`config.mk`:
```
export PLATFORM = sky130hd
export DESIGN_NAME = stn_cordic_rot
export DESIGN_NICKNAME = d
export VERILOG_FILES = /design/src/rtl/assert_macros.svh /design/src/rtl/stn_pkg.sv /design/src/rtl/stn_cordic_rot.sv
export SDC_FILE = /design/constraint.sdc
export NUM_CORES = 2
export LEC_CHECK = 0
export ABC_CLOCK_PERIOD_IN_PS = 4700
export BUFFER_PORTS_ARGS = -buffer_cell sky130_fd_sc_hd__buf_2
export CAP_MARGIN = 20
export CORE_ASPECT_RATIO = 1.5
export CORE_MARGIN = 5
export CORE_UTILIZATION = 40
export CTS_BUF_LIST = sky130_fd_sc_hd__clkbuf_4
export DETAILED_ROUTE_END_ITERATION = 8
export MAX_ROUTING_LAYER = met4
export PLACE_DENSITY = 0.63
export SLEW_MARGIN = 20
export SYNTH_ARGS = -nofsm -noshare
export SYNTH_HDL_FRONTEND = slang
export SYNTH_SLANG_ARGS = --single-unit
```
`constraint.sdc`:
```
create_clock -name clock -period 4.7 [get_ports clock]
set_input_delay 0.47 -clock clock [delete_from_list [all_inputs] [get_ports clock]]
set_output_delay 0.47 -clock clock [all_outputs]
set_load 0.005 [all_outputs]
```
`src/rtl/assert_macros.svh`:
```
// Assertion helpers for RTL files that check their own logic.
`ifndef ASSERT_MACROS_SVH
`define ASSERT_MACROS_SVH

// Property that must hold at every clock edge outside reset.
`define ASSERT_ALWAYS(label, clk, rst, prop, msg) \
   label: assert property (@(posedge clk) disable iff (rst) (prop)) else $error(msg);

// Consequent must hold in the same cycle as the antecedent.
`define ASSERT_SAME(label, clk, rst, ante, cons, msg) \
   label: assert property (@(posedge clk) disable iff (rst) (ante) |-> (cons)) else $error(msg);

// Consequent must hold in the cycle after the antecedent.
`define ASSERT_NEXT(label, clk, rst, ante, cons, msg) \
   label: assert property (@(posedge clk) disable iff (rst) (ante) |=> (cons)) else $error(msg);

`endif

```
`src/rtl/stn_pkg.sv`:
```
// ---------------------------------------------------------------------------
// stn_pkg
// Shared types, widths and CORDIC constants of the Stanley steering core.
// ---------------------------------------------------------------------------
`default_nettype none

package stn_pkg;

   // Widths of the rotation CORDIC (Q.28 sin/cos, Q.24 angle).
   localparam int ROT_W   = 31;
   localparam int ROT_Z_W = 28;
   // Widths of the vectoring CORDIC (normalized operands, Q.24 angle).
   localparam int VEC_W   = 56;
   localparam int VEC_Z_W = 28;

   localparam int ATAN_LEN = 24;
   localparam int ATAN_W   = 24;

   // atan(2^-i) in Q.24 radians.
   localparam logic [ATAN_W-1:0] ATAN_TBL [ATAN_LEN] = '{
      24'd13176795, 24'd7778716, 24'd4110060, 24'd2086331,
      24'd1047214,  24'd524117,  24'd262123,  24'd131069,
      24'd65536,    24'd32768,   24'd16384,   24'd8192,
      24'd4096,     24'd2048,    24'd1024,    24'd512,
      24'd256,      24'd128,     24'd64,      24'd32,
      24'd16,       24'd8,       24'd4,       24'd2
   };

   // Inverse CORDIC gain in Q.28, the start value of the rotation.
   localparam logic signed [ROT_W-1:0] INV_GAIN_Q28 = 31'sd163008219;

   // Pipeline advance and the valid bit entering a unit.
   typedef struct packed {
      logic en;
      logic valid;
   } pipe_ctl_type;

endpackage

`default_nettype wire

```
`src/rtl/stn_cordic_rot.sv`:
```
// ---------------------------------------------------------------------------
// stn_cordic_rot
// Pipelined rotation CORDIC, one iteration per stage, giving cos and sin.
// ---------------------------------------------------------------------------
`default_nettype none

module stn_cordic_rot import stn_pkg::*; #(
   parameter int STAGES = 16,
   parameter int SIDE_W = 1
) (
   input  wire logic                       clock,
   input  wire logic                       reset,
   input  wire pipe_ctl_type               ctl,
   input  wire logic signed [ROT_Z_W-1:0]  z_start,
   input  wire logic        [SIDE_W-1:0]   side_start,
   output logic                            valid_out,
   output logic signed [ROT_W-1:0]         cos_out,
   output logic signed [ROT_W-1:0]         sin_out,
   output logic        [SIDE_W-1:0]        side_out
);

   localparam int N = (STAGES > ATAN_LEN) ? ATAN_LEN : STAGES;

   logic signed [ROT_W-1:0]   x_s    [N+1];
   logic signed [ROT_W-1:0]   y_s    [N+1];
   logic signed [ROT_Z_W-1:0] z_s    [N+1];
   logic        [SIDE_W-1:0]  side_s [N+1];
   logic                      v_s    [N+1];

   assign x_s[0]    = INV_GAIN_Q28;
   assign y_s[0]    = '0;
   assign z_s[0]    = z_start;
   assign side_s[0] = side_start;
   assign v_s[0]    = ctl.valid;

   for (genvar i = 0; i < N; i++) begin : g_stage
      localparam logic signed [ROT_Z_W-1:0] ANG =
         $signed({{(ROT_Z_W-ATAN_W){1'b0}}, ATAN_TBL[i]});
      logic signed [ROT_W-1:0]   x_in, y_in, x_ff, y_ff;
      logic signed [ROT_Z_W-1:0] z_in, z_ff;
      logic        [SIDE_W-1:0]  side_ff;
      logic                      v_ff;

      always_comb begin
         if (!z_s[i][ROT_Z_W-1]) begin
            x_in = x_s[i] - (y_s[i] >>> i);
            y_in = y_s[i] + (x_s[i] >>> i);
            z_in = z_s[i] - ANG;
         end else begin
            x_in = x_s[i] + (y_s[i] >>> i);
            y_in = y_s[i] - (x_s[i] >>> i);
            z_in = z_s[i] + ANG;
         end
      end

      always_ff @(posedge clock) begin
         if (ctl.en) begin
            x_ff    <= x_in;
            y_ff    <= y_in;
            z_ff    <= z_in;
            side_ff <= side_s[i];
         end
      end

      always_ff @(posedge clock) begin
         if (reset) begin
            v_ff <= 1'b0;
         end else if (ctl.en) begin
            v_ff <= v_s[i];
         end
      end

      assign x_s[i+1]    = x_ff;
      assign y_s[i+1]    = y_ff;
      assign z_s[i+1]    = z_ff;
      assign side_s[i+1] = side_ff;
      assign v_s[i+1]    = v_ff;
   end

   assign valid_out = v_s[N];
   assign cos_out   = x_s[N];
   assign sin_out   = y_s[N];
   assign side_out  = side_s[N];

endmodule

`default_nettype wire

```
==> results.yml <==
die:
  io-pin-count: 97
  rows: 233
  die_h_microns: 645
  start_util_pct: 40.1
  design.core.area_sq_um: 268000
  dieArea_sq_um: 279000
  die_w_microns: 433
yosys:
  ys_seq_elements: 1270
  ys_async_sr_fraction_pct: 0
  syn_avg_cell_area_sq_um: 9.57
  synthCells: 11219
  syn_area_sq_um: 107000
  ys_seq_area_share_pct: 35.4
  ys_types: 106
  synth_top_cells_by_area: "edfxtp_1 35%, ha_1 15%, xnor2_1 8.0%"
  synth_top_area_cell: "edfxtp_1"
  synth-edff-count: 1254
  synth_fp_nets: 12564
  synth_warnings: 0
  synth_flop_cell: "edfxtp_1"
  yosysTopAreaCellShare_pct: 35.1
sta:
  period_needed_ns: 4.58
  slew_violations: 0
  fin_crit_sh_pct: 97.5
  fin_worst_skew_ns: 0.0946
  whs_ns: 0.226
  setup_viol: 0
  hold_viol: 0
  worst_pin_slew_ns: 1.07
  max_freq_ghz: 0.218
  relSlewSlack_pct: 28.4
  setup_slack_ns: 0.116
finish:
  fill_cells: 25421
  nNetsFinal: 13712
  final_common_cell: "a21oi_1"
  most-common-layout-cells: "1277 x a21oi_1, 1267 x ha_1, 1254 x edfxtp_1"
  area_growth_pct: 14.8
  final_util_pct: 46.0
  design_area_sq_um: 123000
  drive_gt1_share_pct: 13.3
clock_network:
  cts_buffers: 336
  clk_pin_slew_ns: 0.07
  cts_tree: "yes"
  root_buffer: "clkbuf_4"
  htree_levels: 5
  insertion_delay_ns: 1.28
  cts.sinks: 1270
  cts_max_path_buffers: 4
routing:
  wl_per_cell_microns: 20.8
  num_vias: 89873
  ant_nets: 0
  drc_errors: 0
  drt-initial-drc-count: 3764
  drt-pass1-iter-count: 7
  vias_per_cell: 5.57
  drt-total-wl_microns: 335000
worst_setup_path:
  worst_ep_required_time_ns: 5.71
  crit_type: "flop to flop"
  crit_path_end_kind: "flop"
  cp-start-kind: "flop"
  critPathMaxFanout: 4
  arrival_ns: 5.59
grt:
  busiest_layer: "met2"
  track_usage_pct: 24.0
  grt_max_degree: 169
  grt_overflow: 0
  grt_first_pass_wirelength_microns: 507000
  grt_pass1_vias: 93051
  grtUsageMet1_pct: 18.5
  met2_usage_pct: 47.8
  antenna_found_initial: 11
  grt_use_met3_pct: 2.77
placed_design:
  place_ws_ns: -0.130
  routabilityCongestion: 0.980
  place_hpwl_microns: 274000
  io_buffers: 96
  placed_cell_area_sq_um: 118000
outcome:
  status: "complete, no violations"
job:
  cap_violations: 0
hold_path:
  hp-class: "input pin to flop"
metal layers:
layer / vias to the layer above / routed length, microns
li1: 44015 / -
met1: 42506 / 102000
met2: 2109 / 188000
met3: 1243 / 9730
met4: 0 / 35600
met5: - / 0
cell type report:
type                            instances  area [sq um]  share of cell area [%]
Clock buffer                          432          3240                    2.63
Tap cell                             3525          4410                    3.58
Clock inverter                        136           724                   0.588
Antenna cell                           17          42.5                  0.0345
Timing Repair Buffer                  986          7570                    6.14
Inverter                              553          2080                    1.68
Sequential cell                      1270         38000                    30.8
Multi-Input combinational cell       9220         67200                    54.5
worst max-delay path: stages, from the launching register on:
cell,delay [ns]
edfxtp_1,0.42
nor2_1,0.19
nor4b_2,0.24
buf_4,0.17
nor4b_1,0.28
buf_4,0.21
and2_1,0.19
nor2b_1,0.15
buf_4,0.17
a31oi_1,0.11
xor2_1,0.35
ha_1,0.32
a211o_1,0.30
a2111oi_1,0.50
buf_4,0.21
or2_2,0.18
mux2_2,0.36
cell families after synthesis:
group / after synthesis / share of synthesized area, %
other: 1 / 0.00349
adder cells (fa/ha/maj): 1312 / 15.6
flip-flops: 1270 / 35.4
multiplexers: 129 / 1.26
AND/OR/NAND/NOR: 2862 / 12.9
AO/OA/AOI/OAI: 3410 / 20.1
buffers and inverters: 729 / 2.57
XOR/XNOR: 1506 / 12.3
stage by stage:
stage	TNS, ns	std cells
finish	0	16139
detailed placement	-0.194	15482
global placement	-0.519	15482
CTS	0	16104
global route	-0.0873	16135
floorplan	0	11219
synth_stat cells (all sizes together) (21+ instances only):
master and n:
a41oi 21, nand2 524, o21ai 545, or4 26, mux2i 77, nand4 77, nor4 82, and4 25
a2111oi 24, a21oi 1281, nor2b 151, a211o 34, inv 553, a211oi 103, edfxtp 1254, o211ai 51
and2 71, or2 42, a221oi 27, o21a 171, xnor2 985, nand2b 164, o31a 39, a21o 476
fa 42, ha 1270, o21bai 155, clkbuf 139, nor3 275, a31o 28, buf 36, a21boi 60
nor2 1034, or3 59, o41ai 32, nor3b 37, nand3 145, o31ai 56, xor2 521, and3 90
mux2 52, a31oi 109
registers in the layout, indices dropped and copies added, names as in the netlist:
name,cells
g_stage.y_ff,435
g_stage.x_ff,418
g_stage.z_ff,323
cos_out,31
sin_out,31
g_stage.side_ff,15
g_stage.v_ff,15
side_out,1
valid_out,1
final timing paths:
path,slack (ns),endpoint,depth (start not counted),from
setup / recovery,0.12,g_stage[5].x_ff[28],16,g_stage[4].y_ff[7]
hold / removal,0.23,g_stage[0].y_ff[29],3,z_start[27]
setup reg to reg,0.12,g_stage[5].x_ff[28],16,g_stage[4].y_ff[7]
hold reg to reg,0.36,g_stage[9].z_ff[14],0,g_stage[8].z_ff[14]
what timing repair did:
action / 4_1_cts / 5_1_grt
endpoints found under the hold margin: 505 / 0
hold buffers: 54 / 0
buffers inserted: 0 / 18
resized for setup: 6 / 110
endpoints found under the setup margin: 6 / 101
pin swaps: 0 / 10
Power is left out: the tool's default activity adds up to more than one toggle a clock period on the data nets, which glitch-free logic cannot reach.
